<file path="config.mk">
export PLATFORM = sky130hd
export DESIGN_NAME = sysex_bulk_block_parser_flat
export DESIGN_NICKNAME = d
export VERILOG_FILES = /design/src/sbbp_pkg.sv /design/src/sbbp_ifs.sv /design/src/sbbp_cfg_regs.sv /design/src/sbbp_in_stage.sv /design/src/sbbp_parse_core.sv /design/src/sysex_bulk_block_parser.sv /design/src/flat_wrapper.sv
export SDC_FILE = /design/constraint.sdc
export NUM_CORES = 1
export LEC_CHECK = 0
export BUFFER_PORTS_ARGS = -buffer_cell sky130_fd_sc_hd__buf_2
export CORE_ASPECT_RATIO = 1.25
export CORE_MARGIN = 1.5
export CORE_UTILIZATION = 55
export DETAILED_ROUTE_END_ITERATION = 10
export GPL_TIMING_DRIVEN = 0
export PLACE_DENSITY = 0.77
export SLEW_MARGIN = 10
export SYNTH_ARGS = -nofsm -noshare
export SYNTH_HDL_FRONTEND = slang
export SYNTH_SLANG_ARGS = --single-unit
</file>
<file path="constraint.sdc">
create_clock -name clk -period 10.2 [get_ports clk]
set_input_delay 2.04 -clock clk [delete_from_list [all_inputs] [get_ports clk]]
set_output_delay 2.04 -clock clk [all_outputs]
set_load 0.03 [all_outputs]
</file>
<file path="src/sbbp_pkg.sv">
// Shared types, constants and helper functions for the bulk-dump block parser.
// No dependencies; every other file of the block but sbbp_ifs uses this package.
`default_nettype none

package sbbp_pkg;

  // Configuration register indexes.
  localparam logic [1:0] REG_MANUFACTURER = 2'd0;
  localparam logic [1:0] REG_GROUP_HIGH   = 2'd1;
  localparam logic [1:0] REG_GROUP_LOW    = 2'd2;
  localparam logic [1:0] REG_MODEL        = 2'd3;

  // Configuration reset values.
  localparam logic [6:0] RST_MANUFACTURER = 7'h43;
  localparam logic [6:0] RST_GROUP_HIGH   = 7'h7f;
  localparam logic [6:0] RST_GROUP_LOW    = 7'h1c;
  localparam logic [6:0] RST_MODEL        = 7'h05;

  // Status codes.
  localparam logic [1:0] ST_OK       = 2'd0;
  localparam logic [1:0] ST_FOREIGN  = 2'd1;
  localparam logic [1:0] ST_LENGTH   = 2'd2;
  localparam logic [1:0] ST_CHECKSUM = 2'd3;

  // Block kind codes.
  localparam logic [2:0] KIND_HEADER   = 3'd0;
  localparam logic [2:0] KIND_FOOTER   = 3'd1;
  localparam logic [2:0] KIND_COMMON   = 3'd2;
  localparam logic [2:0] KIND_OPERATOR = 3'd3;
  localparam logic [2:0] KIND_SYSTEM   = 3'd4;
  localparam logic [2:0] KIND_OTHER    = 3'd5;

  // Address byte patterns that identify a block.
  localparam logic [7:0] ADDR_HEADER_HI = 8'h0e;
  localparam logic [7:0] ADDR_BULK_MID  = 8'h0f;
  localparam logic [7:0] ADDR_FOOTER_HI = 8'h0f;
  localparam logic [7:0] ADDR_COMMON_HI = 8'h30;
  localparam logic [7:0] ADDR_OPER_HI   = 8'h31;
  localparam logic [7:0] ADDR_ZERO      = 8'h00;

  // Body byte positions.
  localparam logic [14:0] POS_MFR       = 15'd0;
  localparam logic [14:0] POS_GROUP_HI  = 15'd2;
  localparam logic [14:0] POS_GROUP_LO  = 15'd3;
  localparam logic [14:0] POS_COUNT_HI  = 15'd4;
  localparam logic [14:0] POS_COUNT_LO  = 15'd5;
  localparam logic [14:0] POS_MODEL     = 15'd6;
  localparam logic [14:0] POS_ADDR_HI   = 15'd7;
  localparam logic [14:0] POS_ADDR_MID  = 15'd8;
  localparam logic [14:0] POS_ADDR_LO   = 15'd9;
  localparam logic [14:0] POS_PAYLOAD   = 15'd10;
  localparam logic [14:0] POS_MAX       = 15'h7fff;

  // The checksum byte sits this many positions after the declared count.
  localparam logic [14:0] CHK_OFFSET = 15'd6;
  // Smallest count that holds the address bytes and the checksum.
  localparam logic [13:0] MIN_COUNT  = 14'd4;

  typedef struct packed {
    logic [6:0] manufacturer_id;
    logic [6:0] group_high;
    logic [6:0] group_low;
    logic [6:0] model_id;
  } cfg_t;

  typedef struct packed {
    logic [7:0] body_byte;
    logic       last_byte;
  } in_item_t;

  // Input register contents handed to the parse core.
  typedef struct packed {
    logic     valid;
    in_item_t item;
  } stage_t;

  typedef struct packed {
    logic        payload_valid;
    logic [7:0]  payload_byte;
    logic [13:0] payload_index;
    logic        done_res;
    logic [1:0]  status;
    logic [2:0]  block_kind;
    logic [7:0]  address_high;
    logic [7:0]  address_mid;
    logic [7:0]  address_low;
  } result_t;

  // Classify a block from its three address bytes.
  function automatic logic [2:0] kind_of(input logic [7:0] h, input logic [7:0] m,
                                         input logic [7:0] l);
    logic [2:0] k;
    if (h == ADDR_HEADER_HI && m == ADDR_BULK_MID && l == ADDR_ZERO) begin
      k = KIND_HEADER;
    end else if (h == ADDR_FOOTER_HI && m == ADDR_BULK_MID && l == ADDR_ZERO) begin
      k = KIND_FOOTER;
    end else if (h == ADDR_COMMON_HI && m == ADDR_ZERO && l == ADDR_ZERO) begin
      k = KIND_COMMON;
    end else if (h == ADDR_OPER_HI && l == ADDR_ZERO) begin
      k = KIND_OPERATOR;
    end else if (h == ADDR_ZERO && m == ADDR_ZERO && l == ADDR_ZERO) begin
      k = KIND_SYSTEM;
    end else begin
      k = KIND_OTHER;
    end
    return k;
  endfunction

endpackage

`default_nettype wire

</file>
<file path="src/sbbp_ifs.sv">
// Channel interfaces of the bulk-dump block parser: body bytes in, results out,
// and the configuration write channel. No dependencies.
`default_nettype none

interface sbbp_in_if;
  logic       valid;
  logic       ready;
  logic [7:0] body_byte;
  logic       last_byte;
  modport source (output valid, body_byte, last_byte, input ready);
  modport sink   (input valid, body_byte, last_byte, output ready);
endinterface

interface sbbp_out_if;
  logic        valid;
  logic        ready;
  logic        payload_valid;
  logic [7:0]  payload_byte;
  logic [13:0] payload_index;
  logic        done_res;
  logic [1:0]  status;
  logic [2:0]  block_kind;
  logic [7:0]  address_high;
  logic [7:0]  address_mid;
  logic [7:0]  address_low;
  modport source (output valid, payload_valid, payload_byte, payload_index, done_res,
                  status, block_kind, address_high, address_mid, address_low,
                  input ready);
  modport sink   (input valid, payload_valid, payload_byte, payload_index, done_res,
                  status, block_kind, address_high, address_mid, address_low,
                  output ready);
endinterface

interface sbbp_cfg_if;
  logic       valid;
  logic       ready;
  logic [1:0] reg_index;
  logic [6:0] wdata;
  modport source (output valid, reg_index, wdata, input ready);
  modport sink   (input valid, reg_index, wdata, output ready);
endinterface

`default_nettype wire

</file>
<file path="src/sbbp_cfg_regs.sv">
// Configuration register file for the bulk-dump block parser.
// Depends on sbbp_pkg and the sbbp_cfg_if interface.
`default_nettype none

module sbbp_cfg_regs (
  input  wire logic          clk,
  input  wire logic          rst_n,
  sbbp_cfg_if.sink           cfg_ch,
  output sbbp_pkg::cfg_t     cfg
);

  sbbp_pkg::cfg_t cfg_r;

  // Writes are always taken.
  assign cfg_ch.ready = 1'b1;
  assign cfg = cfg_r;

  // Register writes by index.
  always_ff @(posedge clk) begin
    if (!rst_n) begin
      cfg_r.manufacturer_id <= sbbp_pkg::RST_MANUFACTURER;
      cfg_r.group_high      <= sbbp_pkg::RST_GROUP_HIGH;
      cfg_r.group_low       <= sbbp_pkg::RST_GROUP_LOW;
      cfg_r.model_id        <= sbbp_pkg::RST_MODEL;
    end else if (cfg_ch.valid) begin
      case (cfg_ch.reg_index)
        sbbp_pkg::REG_MANUFACTURER: cfg_r.manufacturer_id <= cfg_ch.wdata;
        sbbp_pkg::REG_GROUP_HIGH:   cfg_r.group_high      <= cfg_ch.wdata;
        sbbp_pkg::REG_GROUP_LOW:    cfg_r.group_low       <= cfg_ch.wdata;
        sbbp_pkg::REG_MODEL:        cfg_r.model_id        <= cfg_ch.wdata;
        default: ;
      endcase
    end
  end

endmodule

`default_nettype wire

</file>
<file path="src/sbbp_in_stage.sv">
// Input register of the bulk-dump block parser: holds one body byte until the
// parse core takes it. Depends on sbbp_pkg and the sbbp_in_if interface.
`default_nettype none

module sbbp_in_stage (
  input  wire logic          clk,
  input  wire logic          rst_n,
  sbbp_in_if.sink            in_ch,
  input  wire logic          take,
  output sbbp_pkg::stage_t   stage
);

  logic               valid_r;
  sbbp_pkg::in_item_t item_r;
  logic               load;

  // A new item may enter when the register is empty or being emptied.
  assign in_ch.ready = !valid_r || take;
  assign load        = in_ch.valid && in_ch.ready;

  assign stage.valid = valid_r;
  assign stage.item  = item_r;

  // Occupancy flag.
  always_ff @(posedge clk) begin
    if (!rst_n) begin
      valid_r <= 1'b0;
    end else if (load) begin
      valid_r <= 1'b1;
    end else if (take) begin
      valid_r <= 1'b0;
    end
  end

  // Item payload; no reset needed.
  always_ff @(posedge clk) begin
    if (load) begin
      item_r.body_byte <= in_ch.body_byte;
      item_r.last_byte <= in_ch.last_byte;
    end
  end

endmodule

`default_nettype wire

</file>
<file path="src/sbbp_parse_core.sv">
// Message state, per-byte parsing logic and the result register of the
// bulk-dump block parser. Depends on sbbp_pkg and the sbbp_out_if interface.
`default_nettype none

module sbbp_parse_core (
  input  wire logic          clk,
  input  wire logic          rst_n,
  input  wire sbbp_pkg::cfg_t   cfg,
  input  wire sbbp_pkg::stage_t stage,
  output logic               take,
  sbbp_out_if.source         out_ch
);

  // Message state.
  logic [14:0] pos_r, pos_nxt;
  logic [13:0] cnt_r, cnt_nxt;
  logic        hdr_ok_r, hdr_ok_nxt;
  logic [6:0]  sum_r, sum_nxt;
  logic        chk_ok_r, chk_ok_nxt;
  logic [7:0]  addr_hi_r, addr_hi_nxt;
  logic [7:0]  addr_mid_r, addr_mid_nxt;
  logic [7:0]  addr_lo_r, addr_lo_nxt;

  // Result register.
  logic              res_valid_r;
  sbbp_pkg::result_t res_r, res_nxt;

  // Working signals.
  logic [7:0]  b;
  logic        last;
  logic [14:0] chk_pos;
  logic        in_data;
  logic        at_chk;
  logic        mismatch;
  logic [6:0]  neg_sum;
  logic [14:0] pay_off;
  logic [1:0]  st;

  // The held item moves on when the result register is free or being read.
  assign take = stage.valid && (!res_valid_r || out_ch.ready);

  assign b    = stage.item.body_byte;
  assign last = stage.item.last_byte;

  // Header checks, byte count capture and address capture.
  always_comb begin
    mismatch = 1'b0;
    cnt_nxt  = cnt_r;
    case (pos_r)
      sbbp_pkg::POS_MFR:      mismatch = (b != {1'b0, cfg.manufacturer_id});
      sbbp_pkg::POS_GROUP_HI: mismatch = (b != {1'b0, cfg.group_high});
      sbbp_pkg::POS_GROUP_LO: mismatch = (b != {1'b0, cfg.group_low});
      sbbp_pkg::POS_COUNT_HI: cnt_nxt  = {b[6:0], 7'd0};
      sbbp_pkg::POS_COUNT_LO: cnt_nxt  = {cnt_r[13:7], b[6:0]};
      sbbp_pkg::POS_MODEL:    mismatch = (b != {1'b0, cfg.model_id});
      default: ;
    endcase
    hdr_ok_nxt = hdr_ok_r && !mismatch;

    addr_hi_nxt  = (pos_r == sbbp_pkg::POS_ADDR_HI)  ? b : addr_hi_r;
    addr_mid_nxt = (pos_r == sbbp_pkg::POS_ADDR_MID) ? b : addr_mid_r;
    addr_lo_nxt  = (pos_r == sbbp_pkg::POS_ADDR_LO)  ? b : addr_lo_r;
  end

  // Data zone, running sum and checksum byte check.
  always_comb begin
    chk_pos = {1'b0, cnt_nxt} + sbbp_pkg::CHK_OFFSET;
    in_data = (pos_r >= sbbp_pkg::POS_ADDR_HI) && (pos_r < chk_pos);
    at_chk  = (pos_r >= sbbp_pkg::POS_ADDR_HI) && (pos_r == chk_pos);
    neg_sum = 7'd0 - sum_r;

    sum_nxt = sum_r;
    if (in_data || pos_r == sbbp_pkg::POS_MODEL) begin
      sum_nxt = sum_r + b[6:0];
    end
    chk_ok_nxt = chk_ok_r;
    if (at_chk) begin
      chk_ok_nxt = (b == {1'b0, neg_sum});
    end
  end

  // Result assembly.
  always_comb begin
    pay_off = pos_r - sbbp_pkg::POS_PAYLOAD;
    if (pos_r < sbbp_pkg::POS_MODEL || !hdr_ok_nxt) begin
      st = sbbp_pkg::ST_FOREIGN;
    end else if (pos_r != chk_pos || cnt_nxt < sbbp_pkg::MIN_COUNT) begin
      st = sbbp_pkg::ST_LENGTH;
    end else if (!chk_ok_nxt) begin
      st = sbbp_pkg::ST_CHECKSUM;
    end else begin
      st = sbbp_pkg::ST_OK;
    end

    res_nxt = '0;
    if (in_data && pos_r >= sbbp_pkg::POS_PAYLOAD && hdr_ok_nxt) begin
      res_nxt.payload_valid = 1'b1;
      res_nxt.payload_byte  = b;
      res_nxt.payload_index = pay_off[13:0];
    end
    if (last) begin
      res_nxt.done_res     = 1'b1;
      res_nxt.status       = st;
      res_nxt.block_kind   = sbbp_pkg::kind_of(addr_hi_nxt, addr_mid_nxt, addr_lo_nxt);
      res_nxt.address_high = addr_hi_nxt;
      res_nxt.address_mid  = addr_mid_nxt;
      res_nxt.address_low  = addr_lo_nxt;
    end
  end

  // Position advances, saturating; the next position after a final byte is zero.
  always_comb begin
    if (last) begin
      pos_nxt = '0;
    end else if (pos_r != sbbp_pkg::POS_MAX) begin
      pos_nxt = pos_r + 15'd1;
    end else begin
      pos_nxt = pos_r;
    end
  end

  // Message state update; everything returns to its reset value after a final byte.
  always_ff @(posedge clk) begin
    if (!rst_n) begin
      pos_r      <= '0;
      cnt_r      <= '0;
      hdr_ok_r   <= 1'b1;
      sum_r      <= '0;
      chk_ok_r   <= 1'b0;
      addr_hi_r  <= '0;
      addr_mid_r <= '0;
      addr_lo_r  <= '0;
    end else if (take) begin
      pos_r <= pos_nxt;
      if (last) begin
        cnt_r      <= '0;
        hdr_ok_r   <= 1'b1;
        sum_r      <= '0;
        chk_ok_r   <= 1'b0;
        addr_hi_r  <= '0;
        addr_mid_r <= '0;
        addr_lo_r  <= '0;
      end else begin
        cnt_r      <= cnt_nxt;
        hdr_ok_r   <= hdr_ok_nxt;
        sum_r      <= sum_nxt;
        chk_ok_r   <= chk_ok_nxt;
        addr_hi_r  <= addr_hi_nxt;
        addr_mid_r <= addr_mid_nxt;
        addr_lo_r  <= addr_lo_nxt;
      end
    end
  end

  // Result register occupancy.
  always_ff @(posedge clk) begin
    if (!rst_n) begin
      res_valid_r <= 1'b0;
    end else if (take) begin
      res_valid_r <= 1'b1;
    end else if (out_ch.ready) begin
      res_valid_r <= 1'b0;
    end
  end

  // Result payload.
  always_ff @(posedge clk) begin
    if (take) begin
      res_r <= res_nxt;
    end
  end

  assign out_ch.valid         = res_valid_r;
  assign out_ch.payload_valid = res_r.payload_valid;
  assign out_ch.payload_byte  = res_r.payload_byte;
  assign out_ch.payload_index = res_r.payload_index;
  assign out_ch.done_res      = res_r.done_res;
  assign out_ch.status        = res_r.status;
  assign out_ch.block_kind    = res_r.block_kind;
  assign out_ch.address_high  = res_r.address_high;
  assign out_ch.address_mid   = res_r.address_mid;
  assign out_ch.address_low   = res_r.address_low;

endmodule

`default_nettype wire

</file>
<file path="src/sysex_bulk_block_parser.sv">
// Top level of the bulk-dump block parser: input register, parse core with its
// result register, and configuration registers. Depends on sbbp_pkg, sbbp_ifs and those modules.
//
//   channel  direction  carries                                     handshake
//   in_ch    sink       body_byte, last_byte                        valid/ready
//   out_ch   source     payload fields, done_res, status, kind, addr valid/ready
//   cfg_ch   sink       reg_index, wdata                            valid/ready
//
// One item per cycle is sustained while the output is not stalled; each item passes through
// the input register and then the result register before its result is offered.
// The running sum and byte position update once per byte.
// Reset (rst_n low, synchronous) clears the message state and loads register defaults.
// A stalled output holds its result; the input register still takes one more item.
// Configuration writes are always accepted.
`default_nettype none

module sysex_bulk_block_parser (
  input  wire logic clk,
  input  wire logic rst_n,
  sbbp_in_if.sink   in_ch,
  sbbp_out_if.source out_ch,
  sbbp_cfg_if.sink  cfg_ch
);

  sbbp_pkg::cfg_t   cfg;
  sbbp_pkg::stage_t stage;
  logic             take;

  sbbp_cfg_regs u_cfg_regs (
    .clk    (clk),
    .rst_n  (rst_n),
    .cfg_ch (cfg_ch),
    .cfg    (cfg)
  );

  sbbp_in_stage u_in_stage (
    .clk   (clk),
    .rst_n (rst_n),
    .in_ch (in_ch),
    .take  (take),
    .stage (stage)
  );

  sbbp_parse_core u_parse_core (
    .clk    (clk),
    .rst_n  (rst_n),
    .cfg    (cfg),
    .stage  (stage),
    .take   (take),
    .out_ch (out_ch)
  );

endmodule

`default_nettype wire

</file>
<file path="src/flat_wrapper.sv">
// flat-port wrapper written by rule: the top's interface ports become plain ports
module sysex_bulk_block_parser_flat 
  (clk, rst_n, in_ch_valid, in_ch_body_byte, in_ch_last_byte, in_ch_ready, out_ch_valid, out_ch_payload_valid, out_ch_payload_byte, out_ch_payload_index, out_ch_done_res, out_ch_status, out_ch_block_kind, out_ch_address_high, out_ch_address_mid, out_ch_address_low, out_ch_ready, cfg_ch_valid, cfg_ch_reg_index, cfg_ch_wdata, cfg_ch_ready);
  sbbp_in_if in_ch_i ();
  sbbp_out_if out_ch_i ();
  sbbp_cfg_if cfg_ch_i ();
  input  wire logic clk;
  input  wire logic rst_n;
  input wire logic [$bits(in_ch_i.valid)-1:0] in_ch_valid;
  input wire logic [$bits(in_ch_i.body_byte)-1:0] in_ch_body_byte;
  input wire logic [$bits(in_ch_i.last_byte)-1:0] in_ch_last_byte;
  output wire logic [$bits(in_ch_i.ready)-1:0] in_ch_ready;
  output wire logic [$bits(out_ch_i.valid)-1:0] out_ch_valid;
  output wire logic [$bits(out_ch_i.payload_valid)-1:0] out_ch_payload_valid;
  output wire logic [$bits(out_ch_i.payload_byte)-1:0] out_ch_payload_byte;
  output wire logic [$bits(out_ch_i.payload_index)-1:0] out_ch_payload_index;
  output wire logic [$bits(out_ch_i.done_res)-1:0] out_ch_done_res;
  output wire logic [$bits(out_ch_i.status)-1:0] out_ch_status;
  output wire logic [$bits(out_ch_i.block_kind)-1:0] out_ch_block_kind;
  output wire logic [$bits(out_ch_i.address_high)-1:0] out_ch_address_high;
  output wire logic [$bits(out_ch_i.address_mid)-1:0] out_ch_address_mid;
  output wire logic [$bits(out_ch_i.address_low)-1:0] out_ch_address_low;
  input wire logic [$bits(out_ch_i.ready)-1:0] out_ch_ready;
  input wire logic [$bits(cfg_ch_i.valid)-1:0] cfg_ch_valid;
  input wire logic [$bits(cfg_ch_i.reg_index)-1:0] cfg_ch_reg_index;
  input wire logic [$bits(cfg_ch_i.wdata)-1:0] cfg_ch_wdata;
  output wire logic [$bits(cfg_ch_i.ready)-1:0] cfg_ch_ready;
  assign in_ch_i.valid = in_ch_valid;
  assign in_ch_i.body_byte = in_ch_body_byte;
  assign in_ch_i.last_byte = in_ch_last_byte;
  assign in_ch_ready = in_ch_i.ready;
  assign out_ch_valid = out_ch_i.valid;
  assign out_ch_payload_valid = out_ch_i.payload_valid;
  assign out_ch_payload_byte = out_ch_i.payload_byte;
  assign out_ch_payload_index = out_ch_i.payload_index;
  assign out_ch_done_res = out_ch_i.done_res;
  assign out_ch_status = out_ch_i.status;
  assign out_ch_block_kind = out_ch_i.block_kind;
  assign out_ch_address_high = out_ch_i.address_high;
  assign out_ch_address_mid = out_ch_i.address_mid;
  assign out_ch_address_low = out_ch_i.address_low;
  assign out_ch_i.ready = out_ch_ready;
  assign cfg_ch_i.valid = cfg_ch_valid;
  assign cfg_ch_i.reg_index = cfg_ch_reg_index;
  assign cfg_ch_i.wdata = cfg_ch_wdata;
  assign cfg_ch_ready = cfg_ch_i.ready;
  sysex_bulk_block_parser u_core (.clk(clk), .rst_n(rst_n), .in_ch(in_ch_i), .out_ch(out_ch_i), .cfg_ch(cfg_ch_i));
endmodule
</file>
==> results by group <==
Run status
  – Outcome: completed

Place
  – Detailed placer's ending HPWL: around 16 mm
  – Final GP Congestion: roughly 0.94
  – Count of port buffers added during placement: between 70 and 80

Detailed routing
  – Vias: ~7500
  – Routed Antenna Nets: 0
  – Drt wl/cell: 18.3 um
  – 1st-pass router iterations: 5
  – Routed WL: 22.6 mm
  – 1st-iter DRT viols: a little over 600
  – # DRC: 0
  – Vias per inst: between 6 and 7

Hold path
  – Worst min path class: reg2reg

Critical path
  – Arrival time worst endpoint: about 6.7 ns
  – R2r setup slk: around 3.7 ns
  – Max FO, Critical Path: 10
  – Worst setup EP type: flop
  – CP Class: reg2reg
  – Worst EP required: ~10 ns
  – Worst Setup Start Kind: flop

Floorplan
  – Die X: about 110 um
  – Die height: roughly 140 um
  – Initial Util: approximately 56%
  – Die area: 0.0162 sq mm
  – Num ports: 79
  – Row count: 50
  – CORE AREA: between 0.015 and 0.02 sq mm

CTS
  – Clk root buf: clkbuf_16
  – Skew-Pair Late Insertion Delay: approximately 0.44 ns
  – Setup Fix Bufs, Post-CTS: 0
  – Reg clk slew, reported paths: 0.06 ns
  – CTS tree: done
  – Clk sinks: 154
  – Hold Buf Count CTS: 0
  – H-tree levels: 4
  – # resized after CTS: 0
  – Clk buf depth: 2
  – CTS buffer count: 17

Flow run
  – Max_cap viols: 0

Timing
  – Fmax: ~150 MHz
  – Unrepaired setup endpoints after global routing: no
  – Worst slew pin tran: 1.38 ns
  – Fin crit share: around 64%
  – TNS Setup: 0 ns
  – Worst hold margin: approximately 0.47 ns
  – Final setup vio count: 0
  – Slew Viols, Final: 0
  – Max-Slew Margin vs Limit: roughly 7.2%
  – Endpoints failing hold: 0
  – Crit path time final: about 6.5 ns
  – Final Skew: 0.00811 ns

GRT
  – Global-route wire length before repair: about 36 mm
  – GRT Total Usage: between 20 and 30%
  – Global route overflow: 0
  – Initial antenna violation count: 0
  – Pin count of the biggest net entering global routing: 32
  – Number of global-route vias before repair: roughly 7000

Power and ir drop
  – Peak VDD IR: ~0.088 mV
  – Leakage: 3.62 nW
  – PD cells: roughly 140 mW/mm^2

Synthesis
  – Cell Area, Synth: between 0.008 and 0.009 sq mm
  – #FFs+latches synth: roughly 150
  – Most common flop cell mapped by yosys: dfxtp_1
  – Post-synth ARST share: 0%
  – Net count after synthesis: ~1000
  – Cells after Synth: between 900 and 1000
  – Seq/Total Area, Yosys: 43.7%
  – YS warnings: 0
  – Post-synth cell types: 68
  – EDFF count, synth: 62
  – Avg Cell Area, Syn: about 9 sq um

Final layout
  – ANT cells: 0
  – Util after Layout: between 60 and 70%
  – Leading cell type in the layout, fill and taps excluded: nand2_1
  – Commonest non-fill, non-tap cells in the layout: nand2_1, dfxtp_1, buf_2
  – # nets final: about 1100
  – Layout cells sized above 1: a little under an eighth
  – Area Growth Syn to Fin: 14.1%
[cell usage after synthesis, types with 6 or more instances]
library cell	number	area share [%]
a21boi_0	10	0.89
dfxtp_1	92	22
a21oi_1	53	3.1
mux2i_1	16	1.9
xnor2_1	24	2.5
nor2b_1	57	4.2
edfxtp_1	62	22
nand2b_1	7	0.52
a21o_1	7	0.62
nand3_1	55	3.3
a211oi_1	10	0.89
nor2_1	64	2.8
a22oi_1	39	3.5
or4_1	6	0.53
or3_1	7	0.52
xor2_1	21	2.2
nor3_1	19	1.1
nand2_1	123	5.5
and2_1	15	1.1
inv_1	18	0.80
o21ai_0	30	1.8
nor4_1	19	1.4
and4_1	6	0.62
ha_1	30	4.4
nand4_1	10	0.74
a22o_1	7	0.72
clkbuf_1	55	2.4
and3_1	6	0.44
[sequential cells by signal, indices dropped and copies added, names as in the netlist, 7 cells and up]
signal / flops
u_core.u_parse_core.sum_r: 7
u_core.u_parse_core.out_ch.address_mid: 8
u_core.u_in_stage.stage: 9
u_core.u_parse_core.addr_mid_r: 8
u_core.u_parse_core.pos_r: 15
u_core.u_parse_core.out_ch.address_low: 8
u_core.u_parse_core.addr_hi_r: 8
u_core.u_parse_core.cnt_r: 14
u_core.u_parse_core.out_ch.payload_byte: 8
u_core.u_parse_core.out_ch.payload_index: 14
u_core.u_parse_core.addr_lo_r: 8
u_core.u_parse_core.out_ch.address_high: 8
u_core.u_cfg_regs.cfg: 28
[path summary, 6_finish.rpt]
check | startpoint | endpoint | cells past startpoint
min | u_core.u_cfg_regs.cfg[5]$_SDFFE_PN0P_ | u_core.u_cfg_regs.cfg[5]$_SDFFE_PN0P_ | 2
min reg2reg | u_core.u_cfg_regs.cfg[5]$_SDFFE_PN0P_ | u_core.u_cfg_regs.cfg[5]$_SDFFE_PN0P_ | 2
max | u_core.u_parse_core.pos_r[8]$_SDFFE_PN0P_ | u_core.u_parse_core.out_ch.payload_byte[0]$_SDFFCE_PN0P_ | 20
max reg2reg | u_core.u_parse_core.pos_r[8]$_SDFFE_PN0P_ | u_core.u_parse_core.out_ch.payload_byte[0]$_SDFFCE_PN0P_ | 20
[logic make-up (layout without fill, tap and decap cells)]
family          after synthesis  count (layout)  synth area share, %
buf+inv                      83             193                 3.97
xor+xnor                     45              45                 4.65
flops                       154             154                 43.7
compound gates              199             199                 15.8
simple gates                415             415                 25.1
other cells                   1               1               0.0443
mux                          17              17                 2.02
fa+ha+maj                    31              31                 4.67
[worst max-delay path, cell delays in order (launching register included)]
cell      delay [ns]
dfxtp_1         0.31
clkbuf_1        0.20
or4_1           0.61
buf_2           0.24
nor4_2          0.83
and2_1          0.31
a22o_1          0.23
inv_1           0.06
ha_1            0.21
a21oi_1         0.22
nand4_1         0.21
nor4_1          0.37
xor2_1          0.12
ha_1            0.31
and4_1          0.22
and3_1          0.29
o311ai_0        0.20
and4_1          0.28
o211ai_1        0.51
clkbuf_1        0.41
nor2_1          0.10
[power by group]
part | switching (mW) | internal, mW
combinational | 0.0771 | 0.0333
clock | 0.274 | 0.339
sequential | 0.00827 | 0.655
[final cells by class]
class | count | area (sq um)
buffer | 65 | 269
clock buffer | 17 | 425
clock inverter | 15 | 138
fill | 1336 | 5350
inverter | 18 | 67.6
multi-input combinational | 708 | 4430
sequential | 154 | 3700
tap | 182 | 228
timing repair buffer | 78 | 405
[metrics by stage]
step	total power [mW]	instances	setup WS [ns]	cell area [sq um]
2_1_floorplan	0.747	945	5.21	8470
3_3_place_gp	0.783	1204	3.85	9080
3_5_place_dp	0.785	1205	3.80	9100
4_1_cts	1.39	1237	3.76	9660
5_1_grt	1.43	1237	3.16	9660
6_report	1.39	1237	3.66	9660
[metal layers]
metal | vias to the layer above | global-route usage, % | wire, um
met1 | 3500 | 35.6 | 9130
met4 | 0 | 14.7 | 871
met2 | 356 | 47.6 | 10900
li1 | 3610 | - | -
met3 | 66 | 6.36 | 1750
met5 | - | 0 | 0
No activity file was read; power rests on OpenSTA's default activity.
